**config.mk**
```make
export PLATFORM = sky130hd
export DESIGN_NAME = center_aligned_pwm_with_deadtime
export DESIGN_NICKNAME = d
export VERILOG_FILES = /design/src/rtl/cpwm_pkg.sv /design/src/rtl/cpwm_cfg_regs.sv /design/src/rtl/cpwm_duty_calc.sv /design/src/rtl/cpwm_core.sv /design/src/rtl/center_aligned_pwm_with_deadtime.sv
export SDC_FILE = /design/constraint.sdc
export NUM_CORES = 2
export LEC_CHECK = 0
export BUFFER_PORTS_ARGS = -buffer_cell sky130_fd_sc_hd__clkbuf_2
export CAP_MARGIN = 20
export CORE_MARGIN = 1
export CORE_UTILIZATION = 30
export DETAILED_ROUTE_END_ITERATION = 12
export MAX_ROUTING_LAYER = met4
export PLACE_DENSITY = 0.49
export SYNTH_ARGS = -nofsm -noshare
export SYNTH_HDL_FRONTEND = slang
export SYNTH_SLANG_ARGS = --single-unit
```
**constraint.sdc**
```tcl
create_clock -name aclk -period 13.8 [get_ports aclk]
set_input_delay 2.76 -clock aclk [delete_from_list [all_inputs] [get_ports aclk]]
set_output_delay 2.76 -clock aclk [all_outputs]
set_load 0.05 [all_outputs]
```
**src/rtl/cpwm_pkg.sv**
```systemverilog
// ----------------------------------------------------------------------------
// cpwm_pkg
// Shared constants, command and register codes, and the command decoder
// for the center-aligned complementary PWM block.
// ----------------------------------------------------------------------------
package cpwm_pkg;

    localparam int COUNT_BITS_DEF     = 16;
    localparam int DEAD_BITS_DEF      = 8;
    localparam int DUTY_FRAC_BITS_DEF = 16;

    localparam int CFG_INDEX_W = 3;
    localparam int CFG_DATA_W  = 32;

    localparam int HALF_PERIOD_RESET = 600;
    localparam int DEAD_TIME_RESET   = 5;

    typedef enum logic [2:0] {
        CMD_TICK  = 3'd0,
        CMD_SET   = 3'd1,
        CMD_STEP  = 3'd2,
        CMD_START = 3'd3,
        CMD_STOP  = 3'd4
    } cmd_t;

    typedef enum logic [CFG_INDEX_W-1:0] {
        REG_HALF_PERIOD = 3'd0,
        REG_DEAD_TIME   = 3'd1,
        REG_DUTY_MIN    = 3'd2,
        REG_DUTY_MAX    = 3'd3
    } cfg_reg_t;

    // Per-word actions handed to the state core.
    typedef struct packed {
        logic tick;
        logic load_set;
        logic load_step;
        logic bridge_on;
        logic bridge_off;
    } op_ctrl_t;

    function automatic op_ctrl_t decode_cmd(input logic [2:0] cmd);
        op_ctrl_t ctrl;
        ctrl = '0;
        case (cmd_t'(cmd))
            CMD_TICK:  ctrl.tick = 1'b1;
            CMD_SET:   ctrl.load_set = 1'b1;
            CMD_STEP:  ctrl.load_step = 1'b1;
            CMD_START: begin
                ctrl.load_set  = 1'b1;
                ctrl.bridge_on = 1'b1;
            end
            CMD_STOP:  ctrl.bridge_off = 1'b1;
            default:   ctrl = '0;
        endcase
        return ctrl;
    endfunction

endpackage

```
**src/rtl/cpwm_cfg_regs.sv**
```systemverilog
// ----------------------------------------------------------------------------
// cpwm_cfg_regs
// Configuration registers, plus registered duty limits converted to counts.
// ----------------------------------------------------------------------------
module cpwm_cfg_regs #(
    parameter int COUNT_BITS     = cpwm_pkg::COUNT_BITS_DEF,
    parameter int DEAD_BITS      = cpwm_pkg::DEAD_BITS_DEF,
    parameter int DUTY_FRAC_BITS = cpwm_pkg::DUTY_FRAC_BITS_DEF
) (
    input  logic                             aclk,
    input  logic                             aresetn,
    input  logic                             cfg_valid,
    output logic                             cfg_ready,
    input  logic [cpwm_pkg::CFG_INDEX_W-1:0] cfg_index,
    input  logic [cpwm_pkg::CFG_DATA_W-1:0]  cfg_wdata,
    output logic [COUNT_BITS-1:0]            half_period,
    output logic [DEAD_BITS-1:0]             dead_time,
    output logic [DUTY_FRAC_BITS-1:0]        duty_min,
    output logic [DUTY_FRAC_BITS-1:0]        duty_max,
    output logic [COUNT_BITS-1:0]            min_count,
    output logic [COUNT_BITS-1:0]            max_count
);
    import cpwm_pkg::*;

    localparam int PROD_W = COUNT_BITS + DUTY_FRAC_BITS;

    logic [COUNT_BITS-1:0]     half_period_reg;
    logic [DEAD_BITS-1:0]      dead_time_reg;
    logic [DUTY_FRAC_BITS-1:0] duty_min_reg;
    logic [DUTY_FRAC_BITS-1:0] duty_max_reg;
    logic [COUNT_BITS-1:0]     min_count_reg;
    logic [COUNT_BITS-1:0]     max_count_reg;
    logic [PROD_W-1:0]         min_prod;
    logic [PROD_W-1:0]         max_prod;

    assign cfg_ready = 1'b1;

    always_ff @(posedge aclk) begin
        if (!aresetn) begin
            half_period_reg <= COUNT_BITS'(HALF_PERIOD_RESET);
            dead_time_reg   <= DEAD_BITS'(DEAD_TIME_RESET);
            duty_min_reg    <= '0;
            duty_max_reg    <= '1;
        end else if (cfg_valid) begin
            case (cfg_reg_t'(cfg_index))
                REG_HALF_PERIOD: half_period_reg <= cfg_wdata[COUNT_BITS-1:0];
                REG_DEAD_TIME:   dead_time_reg   <= cfg_wdata[DEAD_BITS-1:0];
                REG_DUTY_MIN:    duty_min_reg    <= cfg_wdata[DUTY_FRAC_BITS-1:0];
                REG_DUTY_MAX:    duty_max_reg    <= cfg_wdata[DUTY_FRAC_BITS-1:0];
                default: begin
                end
            endcase
        end
    end

    // Limit counts are registered products of the configuration registers.
    assign min_prod = PROD_W'(half_period_reg) * PROD_W'(duty_min_reg);
    assign max_prod = PROD_W'(half_period_reg) * PROD_W'(duty_max_reg);

    always_ff @(posedge aclk) begin
        min_count_reg <= min_prod[PROD_W-1:DUTY_FRAC_BITS];
        max_count_reg <= max_prod[PROD_W-1:DUTY_FRAC_BITS];
    end

    assign half_period = half_period_reg;
    assign dead_time   = dead_time_reg;
    assign duty_min    = duty_min_reg;
    assign duty_max    = duty_max_reg;
    assign min_count   = min_count_reg;
    assign max_count   = max_count_reg;

endmodule

```
**src/rtl/cpwm_duty_calc.sv**
```systemverilog
// ----------------------------------------------------------------------------
// cpwm_duty_calc
// Turns a set or step request into new high and low compare values.
// ----------------------------------------------------------------------------
module cpwm_duty_calc #(
    parameter int COUNT_BITS     = cpwm_pkg::COUNT_BITS_DEF,
    parameter int DEAD_BITS      = cpwm_pkg::DEAD_BITS_DEF,
    parameter int DUTY_FRAC_BITS = cpwm_pkg::DUTY_FRAC_BITS_DEF
) (
    input  logic [COUNT_BITS-1:0]        half_period,
    input  logic [DEAD_BITS-1:0]         dead_time,
    input  logic [DUTY_FRAC_BITS-1:0]    duty_min,
    input  logic [DUTY_FRAC_BITS-1:0]    duty_max,
    input  logic [COUNT_BITS-1:0]        min_count,
    input  logic [COUNT_BITS-1:0]        max_count,
    input  logic [COUNT_BITS-1:0]        high_preload,
    input  logic [DUTY_FRAC_BITS-1:0]    duty_value,
    input  logic signed [COUNT_BITS:0]   step_delta,
    input  logic                         use_step,
    output logic [COUNT_BITS-1:0]        high_load,
    output logic [COUNT_BITS-1:0]        low_load
);
    import cpwm_pkg::*;

    localparam int PROD_W = COUNT_BITS + DUTY_FRAC_BITS;
    localparam int STEP_W = COUNT_BITS + 2;
    localparam int LOW_W  = ((COUNT_BITS > DEAD_BITS) ? COUNT_BITS : DEAD_BITS) + 1;

    logic [DUTY_FRAC_BITS-1:0] target;
    logic [PROD_W-1:0]         prod;
    logic [COUNT_BITS-1:0]     set_count;
    logic signed [STEP_W-1:0]  step_sum;
    logic signed [STEP_W-1:0]  step_lo;
    logic signed [STEP_W-1:0]  step_hi;
    logic [COUNT_BITS-1:0]     step_count;
    logic [LOW_W-1:0]          low_sum;

    always_comb begin
        // Minimum check wins over maximum.
        if (duty_value < duty_min) begin
            target = duty_min;
        end else if (duty_value > duty_max) begin
            target = duty_max;
        end else begin
            target = duty_value;
        end
        prod      = PROD_W'(half_period) * PROD_W'(target);
        set_count = prod[PROD_W-1:DUTY_FRAC_BITS];

        step_sum = $signed({2'b00, high_preload}) + $signed({step_delta[COUNT_BITS], step_delta});
        step_lo  = $signed({2'b00, min_count});
        step_hi  = $signed({2'b00, max_count});
        if (step_sum < step_lo) begin
            step_count = min_count;
        end else if (step_sum > step_hi) begin
            step_count = max_count;
        end else begin
            step_count = step_sum[COUNT_BITS-1:0];
        end

        high_load = use_step ? step_count : set_count;

        // Add dead time, saturate at the counter maximum.
        low_sum = LOW_W'(high_load) + LOW_W'(dead_time);
        if (low_sum > LOW_W'({COUNT_BITS{1'b1}})) begin
            low_load = '1;
        end else begin
            low_load = low_sum[COUNT_BITS-1:0];
        end
    end

endmodule

```
**src/rtl/cpwm_core.sv**
```systemverilog
// ----------------------------------------------------------------------------
// cpwm_core
// Up/down counter, preload and active compares, bridge enable, gate drive.
// ----------------------------------------------------------------------------
module cpwm_core #(
    parameter int COUNT_BITS = cpwm_pkg::COUNT_BITS_DEF
) (
    input  logic                  aclk,
    input  logic                  aresetn,
    input  cpwm_pkg::op_ctrl_t    ctrl,
    input  logic [COUNT_BITS-1:0] half_period,
    input  logic [COUNT_BITS-1:0] high_load,
    input  logic [COUNT_BITS-1:0] low_load,
    output logic [COUNT_BITS-1:0] high_preload,
    output logic [COUNT_BITS-1:0] low_preload,
    output logic                  bridge_enabled,
    output logic                  high_side,
    output logic                  low_side
);
    import cpwm_pkg::*;

    logic [COUNT_BITS-1:0] count_reg,       count_next;
    logic                  down_reg,        down_next;
    logic [COUNT_BITS-1:0] high_pre_reg,    high_pre_next;
    logic [COUNT_BITS-1:0] low_pre_reg,     low_pre_next;
    logic [COUNT_BITS-1:0] high_act_reg,    high_act_next;
    logic [COUNT_BITS-1:0] low_act_reg,     low_act_next;
    logic                  enabled_reg,     enabled_next;
    logic [COUNT_BITS-1:0] clipped;
    logic                  turn;

    always_comb begin
        count_next    = count_reg;
        down_next     = down_reg;
        high_pre_next = high_pre_reg;
        low_pre_next  = low_pre_reg;
        high_act_next = high_act_reg;
        low_act_next  = low_act_reg;
        enabled_next  = enabled_reg;
        turn          = 1'b0;
        clipped       = (count_reg > half_period) ? half_period : count_reg;

        if (ctrl.tick) begin
            if (!down_reg) begin
                count_next = (count_reg < half_period) ? count_reg + 1'b1 : half_period;
                turn       = (count_next == half_period);
                down_next  = turn;
            end else begin
                count_next = (clipped != '0) ? clipped - 1'b1 : clipped;
                turn       = (count_next == '0);
                down_next  = !turn;
            end
            if (turn) begin
                high_act_next = high_pre_reg;
                low_act_next  = low_pre_reg;
            end
        end
        if (ctrl.load_set || ctrl.load_step) begin
            high_pre_next = high_load;
            low_pre_next  = low_load;
        end
        if (ctrl.bridge_on) begin
            enabled_next = 1'b1;
        end
        if (ctrl.bridge_off) begin
            enabled_next = 1'b0;
        end
    end

    always_ff @(posedge aclk) begin
        if (!aresetn) begin
            count_reg    <= '0;
            down_reg     <= 1'b0;
            high_pre_reg <= '0;
            low_pre_reg  <= '0;
            high_act_reg <= '0;
            low_act_reg  <= '0;
            enabled_reg  <= 1'b0;
        end else begin
            count_reg    <= count_next;
            down_reg     <= down_next;
            high_pre_reg <= high_pre_next;
            low_pre_reg  <= low_pre_next;
            high_act_reg <= high_act_next;
            low_act_reg  <= low_act_next;
            enabled_reg  <= enabled_next;
        end
    end

    assign high_preload   = high_pre_reg;
    assign low_preload    = low_pre_reg;
    assign bridge_enabled = enabled_reg;
    assign high_side      = enabled_reg && (count_reg < high_act_reg);
    assign low_side       = enabled_reg && (count_reg >= low_act_reg);

    a_preload_order: assert property (@(posedge aclk) disable iff (!aresetn)
        low_pre_reg >= high_pre_reg)
        else $error("low preload below high preload");

    a_no_shoot_through: assert property (@(posedge aclk) disable iff (!aresetn)
        !(high_side && low_side))
        else $error("both gates driven at once");

endmodule

```
**src/rtl/center_aligned_pwm_with_deadtime.sv**
```systemverilog
// ----------------------------------------------------------------------------
// center_aligned_pwm_with_deadtime
// Flow: the accepting edge loads the input register; the word then moves into
// the state and raises m_valid once the result slot is free or being drained.
// Throughput: one word per cycle; s_ready drops only while a result waits with
// the input register full, or in a cycle that carries a configuration write.
// Reset: synchronous active-low; counter at 0 counting up, compares 0,
// bridge off, config registers at their defaults. No clearing pass.
// ----------------------------------------------------------------------------
module center_aligned_pwm_with_deadtime #(
    parameter int COUNT_BITS     = cpwm_pkg::COUNT_BITS_DEF,
    parameter int DEAD_BITS      = cpwm_pkg::DEAD_BITS_DEF,
    parameter int DUTY_FRAC_BITS = cpwm_pkg::DUTY_FRAC_BITS_DEF
) (
    input  logic                             aclk,
    input  logic                             aresetn,

    // command words
    input  logic                             s_valid,
    output logic                             s_ready,
    input  logic [2:0]                       s_cmd,
    input  logic [DUTY_FRAC_BITS-1:0]        s_duty_value,
    input  logic signed [COUNT_BITS:0]       s_step_delta,

    // result words
    output logic                             m_valid,
    input  logic                             m_ready,
    output logic                             m_high_side,
    output logic                             m_low_side,
    output logic [COUNT_BITS-1:0]            m_high_compare_now,
    output logic [COUNT_BITS-1:0]            m_low_compare_now,
    output logic                             m_outputs_on,

    // configuration writes
    input  logic                             cfg_valid,
    output logic                             cfg_ready,
    input  logic [cpwm_pkg::CFG_INDEX_W-1:0] cfg_index,
    input  logic [cpwm_pkg::CFG_DATA_W-1:0]  cfg_wdata
);
    import cpwm_pkg::*;

    // Input word register.
    logic                          in_valid_reg,  in_valid_next;
    logic [2:0]                    cmd_reg;
    logic [DUTY_FRAC_BITS-1:0]     duty_reg;
    logic signed [COUNT_BITS:0]    delta_reg;

    // Result valid; the result payload lives in the core's state registers,
    // which only change when a new result is loaded.
    logic                          out_valid_reg, out_valid_next;

    logic                          advance;
    logic                          s_fire;
    op_ctrl_t                      ctrl;

    logic [COUNT_BITS-1:0]         half_period;
    logic [DEAD_BITS-1:0]          dead_time;
    logic [DUTY_FRAC_BITS-1:0]     duty_min;
    logic [DUTY_FRAC_BITS-1:0]     duty_max;
    logic [COUNT_BITS-1:0]         min_count;
    logic [COUNT_BITS-1:0]         max_count;
    logic [COUNT_BITS-1:0]         high_preload;
    logic [COUNT_BITS-1:0]         low_preload;
    logic [COUNT_BITS-1:0]         high_load;
    logic [COUNT_BITS-1:0]         low_load;

    // Advance the held word into the state once the result slot is free or
    // being drained this cycle.
    assign advance = in_valid_reg && (!out_valid_reg || m_ready);

    // Hold off commands on a config write edge: the limit counts are registered
    // and lag the new register values.
    assign s_ready = !cfg_valid && (!in_valid_reg || advance);
    assign s_fire  = s_valid && s_ready;

    always_comb begin
        in_valid_next = in_valid_reg;
        if (s_fire) begin
            in_valid_next = 1'b1;
        end else if (advance) begin
            in_valid_next = 1'b0;
        end

        out_valid_next = out_valid_reg;
        if (advance) begin
            out_valid_next = 1'b1;
        end else if (m_ready) begin
            out_valid_next = 1'b0;
        end
    end

    always_ff @(posedge aclk) begin
        if (!aresetn) begin
            in_valid_reg  <= 1'b0;
            out_valid_reg <= 1'b0;
        end else begin
            in_valid_reg  <= in_valid_next;
            out_valid_reg <= out_valid_next;
        end
    end

    // Capture payload on accept; no reset needed.
    always_ff @(posedge aclk) begin
        if (s_fire) begin
            cmd_reg   <= s_cmd;
            duty_reg  <= s_duty_value;
            delta_reg <= s_step_delta;
        end
    end

    // Drop all actions unless the word is moving into the state this cycle.
    assign ctrl = advance ? decode_cmd(cmd_reg) : '0;

    cpwm_cfg_regs #(
        .COUNT_BITS     (COUNT_BITS),
        .DEAD_BITS      (DEAD_BITS),
        .DUTY_FRAC_BITS (DUTY_FRAC_BITS)
    ) u_cfg (
        .aclk        (aclk),
        .aresetn     (aresetn),
        .cfg_valid   (cfg_valid),
        .cfg_ready   (cfg_ready),
        .cfg_index   (cfg_index),
        .cfg_wdata   (cfg_wdata),
        .half_period (half_period),
        .dead_time   (dead_time),
        .duty_min    (duty_min),
        .duty_max    (duty_max),
        .min_count   (min_count),
        .max_count   (max_count)
    );

    cpwm_duty_calc #(
        .COUNT_BITS     (COUNT_BITS),
        .DEAD_BITS      (DEAD_BITS),
        .DUTY_FRAC_BITS (DUTY_FRAC_BITS)
    ) u_duty (
        .half_period  (half_period),
        .dead_time    (dead_time),
        .duty_min     (duty_min),
        .duty_max     (duty_max),
        .min_count    (min_count),
        .max_count    (max_count),
        .high_preload (high_preload),
        .duty_value   (duty_reg),
        .step_delta   (delta_reg),
        .use_step     (ctrl.load_step),
        .high_load    (high_load),
        .low_load     (low_load)
    );

    cpwm_core #(
        .COUNT_BITS (COUNT_BITS)
    ) u_core (
        .aclk           (aclk),
        .aresetn        (aresetn),
        .ctrl           (ctrl),
        .half_period    (half_period),
        .high_load      (high_load),
        .low_load       (low_load),
        .high_preload   (high_preload),
        .low_preload    (low_preload),
        .bridge_enabled (m_outputs_on),
        .high_side      (m_high_side),
        .low_side       (m_low_side)
    );

    assign m_valid            = out_valid_reg;
    assign m_high_compare_now = high_preload;
    assign m_low_compare_now  = low_preload;

    a_gate_needs_enable: assert property (@(posedge aclk) disable iff (!aresetn)
        (m_high_side || m_low_side) |-> m_outputs_on)
        else $error("gate driven while bridge is off");

    a_advance_gives_result: assert property (@(posedge aclk) disable iff (!aresetn)
        advance |=> m_valid)
        else $error("processed word produced no result");

    a_held_word_kept: assert property (@(posedge aclk) disable iff (!aresetn)
        (in_valid_reg && !advance) |=> (in_valid_reg && $stable(cmd_reg)))
        else $error("stalled input word lost or changed");

endmodule

```
* Yosys cells after proc, flatten, opt, wreduce, memory -nomap -nowiden
Cells that the tools add are included.
Word-level totals: output and inout port bits 38, bits in registers 208, memories 0, RAM bits 0, ROM bits 0, latch bits 0
Operators by class: reductions and logical operators 25, equal/unequal tests 8, order comparisons 9, add/sub/neg operators 4, divide/modulo/power cells 0, shift operators 0, mux-type cells 23, bitwise operators 1, $mul 3
Operators by type and width (count):
- $mux 16 | 10
- $mul 16x16->32 | 3
- $lt 16x16->1 | 3
- $gt 16x16->1 | 2
- $add 17x17->18 | 1
- $gt 18x17->1 | 1
- $lt 18x17->1 | 1
- $add 16x8->17 | 1
- $gt 17x16->1 const B | 1
- $add 16x1->16 const B | 1
- $eq 16x16->1 | 1
- $ge 16x16->1 | 1
- $logic_not 16->1 | 1
- $reduce_bool 16->1 | 1
- $sub 16x1->16 const B | 1
- $eq 3x2->1 const B | 4
- $mux 1 | 12
- $reduce_and 2->1 | 5
- $eq 3x1->1 const B | 2
- $logic_not 3->1 | 2
- $logic_and 1x1->1 | 5
- $mux 5 | 1
- $logic_not 1->1 | 4
- $reduce_bool 2->1 | 2
- 4 further kinds | 7

* Logic depth before layout (Yosys ltp)
depth after elaboration 8, gate-level depth with buffers 50, gate-level depth less buffers 46

* Hierarchy
A second synthesis with hierarchy kept.
Second synthesis, totals: cell total of the unflattened synthesis 4682, area, all modules 39282.7 um^2
By module, submodules not included:
- cpwm_cfg_regs | seq. area each 1761.7 um^2, instances 1, area an instance 19388.6 um^2, cells an instance 2230
- cpwm_duty_calc | seq. area each 0.0 um^2, instances 1, area an instance 12469.5 um^2, cells an instance 1569
- cpwm_core | seq. area each 1641.6 um^2, instances 1, area an instance 6185.9 um^2, cells an instance 829
- center_aligned_pwm_with_deadtime | seq. area each 1121.1 um^2, instances 1, area an instance 1238.7 um^2, cells an instance 54

* Worst setup path before layout
Ideal clock, no wire load.
kind reg-to-reg, start point reg u_cfg.duty_max_reg[1], in the netlist u_cfg.duty_max[1], end point reg u_core.low_pre_reg[10], in the netlist u_core.low_preload[10], slack 3.665 ns, buffers on the path 5, cell stages (with the launch flop) 47, arrival 10.074 ns, period minus slack after synthesis 10.135 ns, cells stage by stage dfxtp_1 -> clkbuf_1 -> clkinv_1 -> ha_1 -> nor2b_1 -> o211ai_1 -> a21o_1 -> a31oi_1 -> buf_2 -> buf_1 -> mux2i_1 -> o21ai_0 -> clkbuf_1 -> nand2_1 -> fa_1 -> fa_1 -> fa_1 -> fa_1 -> (+11 left out) -> xnor2_1 -> a21oi_1 -> ha_1 -> inv_1 -> fa_1 -> inv_1 -> a21oi_1 -> o21ai_0 -> and2_1 -> o21ai_0 -> nand2b_1 -> a21oi_1 -> o21bai_1 -> o211ai_2 -> nor3b_2 -> a31o_4 -> buf_6 -> o221a_1
Between the ends: word-level cells in the longest chain between the ends 8
RTL lines:
- start, declared | line cpwm_cfg_regs.sv:30 | logic [DUTY_FRAC_BITS-1:0] duty_max_reg;
- start signal, assigned | line cpwm_cfg_regs.sv:49 | REG_DUTY_MAX: duty_max_reg <= cfg_wdata[DUTY_FRAC_BITS-1:0];
- $gt 16x16->1 | line cpwm_duty_calc.sv:42 | end else if (duty_value > duty_max) begin
- $mux 16 * | line cpwm_duty_calc.sv:42
- $mux 16 * | line cpwm_duty_calc.sv:40 | if (duty_value < duty_min) begin
- $mul 16x16->32 * | line cpwm_duty_calc.sv:47 | prod = PROD_W'(half_period) * PROD_W'(target);
- $mux 16 * | line cpwm_duty_calc.sv:61 | high_load = use_step ? step_count : set_count;
- net high_load[0] | line center_aligned_pwm_with_deadtime.sv:64 | logic [COUNT_BITS-1:0] high_load;
- $add 16x8->17 * | line cpwm_duty_calc.sv:64 | low_sum = LOW_W'(high_load) + LOW_W'(dead_time);
- $gt 17x16->1 | line cpwm_duty_calc.sv:65 | if (low_sum > LOW_W'({COUNT_BITS{1'b1}})) begin
- $mux 16 * | line cpwm_duty_calc.sv:65
- end signal, assigned | line cpwm_core.sv:83 | low_pre_reg <= low_pre_next;
- end, declared | line cpwm_core.sv:25 | logic [COUNT_BITS-1:0] low_pre_reg, low_pre_next;
Mark *: on every way through the listed nets, which the timed path passes. The rest lies on a longest branch. A chain may end at the register's enable or synchronous reset.

* Worst setup path in the final report
start point reg u_cfg.duty_max_reg[6], in the netlist u_cfg.duty_max[6], end point reg u_core.low_pre_reg[2], in the netlist u_core.low_preload[2]
Between the ends: word-level cells in the longest chain between the ends 8
RTL lines (line):
- $gt 16x16->1 | cpwm_duty_calc.sv:42
- $mux 16 * | cpwm_duty_calc.sv:42
- $mux 16 * | cpwm_duty_calc.sv:40
- $mul 16x16->32 * | cpwm_duty_calc.sv:47
- $mux 16 * | cpwm_duty_calc.sv:61
- net high_load[4] | center_aligned_pwm_with_deadtime.sv:64
- $add 16x8->17 * | cpwm_duty_calc.sv:64
- $gt 17x16->1 * | cpwm_duty_calc.sv:65
- $mux 16 * | cpwm_duty_calc.sv:65
Marked as above.

==> reports/qor.yml <==
outcome:
  status: "finished clean"
finish:
  fillers: 13152
  final-instance-count-excl-fill: 6015
  fin_area_um2: 40600
  layout_common_cells: "inv_1 (806), nand2_1 (723), fa_1 (581)"
  fin_nets: 5449
  largest_reg_flops: 17
  area_growth_pct: 8.69
  drive_above_1_share_pct: 6.40
  final_common_cell: "inv_1"
clock_network:
  postCtsHoldBufs: 0
  cts_made_buffers: 29
  worstSkewPairLatency_ns: 0.61
  root_buffer: "clkbuf_16"
  h-tree-depth: 1
  post_cts.repair.setup_buffers: 0
  cts_tree: "yes"
  cts_max_path_buffers: 3
  clk_pin_slew_ns: 0.06
  cts_sinks: 208
  cts_resized: 0
yosys:
  yosysSeqAreaShare_pct: 12.1
  netlist_instances: 4389
  synth_nets: 5485
  synth.distinct_cells: 91
  avgSynthCellArea_um2: 8.51
  synth_edf_count: 36
  ys.flop_type: "dfxtp_1"
  ys_seq_elements: 208
  async_reset_ff_share_pct: 0
  syn_area_um2: 37400
  yosys_warnings: 0
detailed_routing:
  drt-initial-drc-count: 1934
  viasPerCell: 4.88
  drt-pass1-iter-count: 8
  wl_per_cell_um: 20.1
  drc_errors: 0
  drtAntennaViolNets: 0
  vias: 29345
  drt_wl_total_um: 121000
power_and_ir_drop:
  power.leakage_uw: 0.0195
  vdd_drop_max_v: 0.000114
  p_per_area_nw_per_um2: 104
placement:
  dpl.cell_count: 5959
  portBuffers: 96
  dp_hpwl_um: 94800
  gp_congestion: 0.916
  placed_cell_area_um2: 39600
worst_setup_path:
  critPathLaunchType: "flop"
  worstSetupPathType: "reg -> reg"
  max_stage_delay_ns: 0.95
  cp_slowest_cell: "o21ai_1"
  arrival_ns: 12.75
  critPathMostFrequentCell: "fa_1"
  worstPathRequired_ns: 14.36
  cp-end-kind: "flop"
  crit_fanout: 16
floorplanning:
  dieArea_um2: 126000
  die_h_um: 355
  ioPinCount: 114
  core_um2: 124000
  row_count: 129
  initial_core_util_pct: 30.2
  fp.dieW_um: 355
timing:
  setup_viol: 0
  grt_setup_unrepaired: "false"
  hold_viol_final: 0
  worstMarginPinSlew_ns: 1.17
  fin_tns_setup_ns: 0
  fmax_mhz: 82.0
  min_period_ns: 12.19
  finalClockSkew_ns: 0.0325
  slew_viol_final: 0
  period_share_pct: 88.3
  slew_headroom_pct: 21.7
global_route:
  grt_first_pass_wirelength_um: 185000
  antenna_found_initial: 4
  grt_pass1_vias: 29920
  grt_overflow: 0
  grt_max_degree: 91
  grt_usage_pct: 19.9
job:
  max_cap_violations: 0
worst_hold_path:
  hp-class: "reg -> reg"
[worst max-delay path: cells and delay by family, from the launching register on]
family / cells / cell delay, ns
xor+xnor: 1 / 0.41
fa+ha+maj: 9 / 4.10
simple gates: 7 / 1.27
mux: 1 / 0.23
buf+inv: 3 / 0.73
compound gates: 15 / 4.52
flops: 1 / 0.87
[path summary, 6_finish.rpt]
path | start | endpoint | slack, ns | depth (start not counted)
worst min-delay path | u_core.low_act_reg[3] | u_core.low_act_reg[3] | 0.46 | 2
worst max-delay path | u_cfg.duty_max[6] | u_core.low_preload[2] | 1.61 | 36
worst min register to register | u_core.low_act_reg[3] | u_core.low_act_reg[3] | 0.46 | 2
worst max register to register | u_cfg.duty_max[6] | u_core.low_preload[2] | 1.61 | 36
[synthesized netlist by cell type, types with 10 or more instances]
cell type | n | share of area [%]
a211o_1 | 18 | 0.42
a211oi_1 | 24 | 0.48
a21boi_0 | 42 | 0.84
a21o_1 | 53 | 1.1
a21oi_1 | 94 | 1.3
a31oi_1 | 16 | 0.27
and2_1 | 162 | 2.7
and3_1 | 17 | 0.28
buf_1 | 30 | 0.30
clkbuf_1 | 192 | 1.9
clkinv_1 | 12 | 0.12
dfxtp_1 | 172 | 9.2
edfxtp_1 | 36 | 2.9
fa_1 | 581 | 31
ha_1 | 439 | 15
inv_1 | 806 | 8.1
mux2i_1 | 68 | 1.8
nand2_1 | 723 | 7.3
nand2b_1 | 17 | 0.28
nand3_1 | 35 | 0.47
nand4_1 | 21 | 0.35
nor2_1 | 276 | 2.8
nor2b_1 | 19 | 0.32
nor3_1 | 38 | 0.51
nor3b_1 | 12 | 0.24
nor4_1 | 10 | 0.17
o211a_1 | 14 | 0.38
o211ai_1 | 40 | 0.80
o21a_1 | 22 | 0.44
o21ai_0 | 96 | 1.3
o221a_1 | 15 | 0.45
o31ai_1 | 12 | 0.24
or3_1 | 10 | 0.17
xnor2_1 | 88 | 2.1
xor2_1 | 28 | 0.66
[per-layer routing]
layer	routed length, um	global-route usage [%]	vias to the layer above
met1	54700	26.8	14684
met4	3560	5.06	0
met2	55000	31.3	797
li1	-	-	13707
met3	7450	2.79	157
met5	0	-	-
[logic make-up (layout without fill, tap and decap cells)]
group           count (synthesis)  in the layout  synth area share (%)
simple gates                 1378           1378                  16.4
buf+inv                      1056           1043                  10.7
fa+ha+maj                    1020           1020                  45.8
compound gates                534            534                  10.1
flops                         208            208                  12.1
xor+xnor                      117            117                  2.79
mux                            75             75                  2.03
other cells                     1              3                0.0100
[where the power goes]
part / total, uW / internal [uW] / switching, uW
Clock: 815 / 485 / 329
Combinational: 2680 / 1030 / 1640
Sequential: 720 / 668 / 52.1
[layout make-up]
class | count | area [um2] | share of cell area [%]
diodes | 2 | 5.00 | 0.0123
clock buffers | 41 | 842 | 2.07
clock inverters | 13 | 179 | 0.441
inverters | 820 | 3080 | 7.58
multi-input cells | 3125 | 28900 | 71.1
flip-flops and latches | 208 | 4540 | 11.2
well taps | 1637 | 2050 | 5.04
repair buffers | 169 | 1030 | 2.54
[per-stage QoR]
stage / power [uW] / utilization (%) / hold slack [ns] / setup WS [ns]
final: 4210 / 32.8 / 0.457 / 1.61
after global routing: 4650 / 32.8 / 0.478 / 1.11
after CTS: 4310 / 32.8 / 0.460 / 1.78
after detailed placement: 3450 / 32.0 / 0.451 / 1.82
after global placement: 3430 / 32.0 / 0.445 / 1.93
after floorplan: 2550 / - / 0.438 / 3.66
Note: power is estimated with default switching activity, not from simulation.
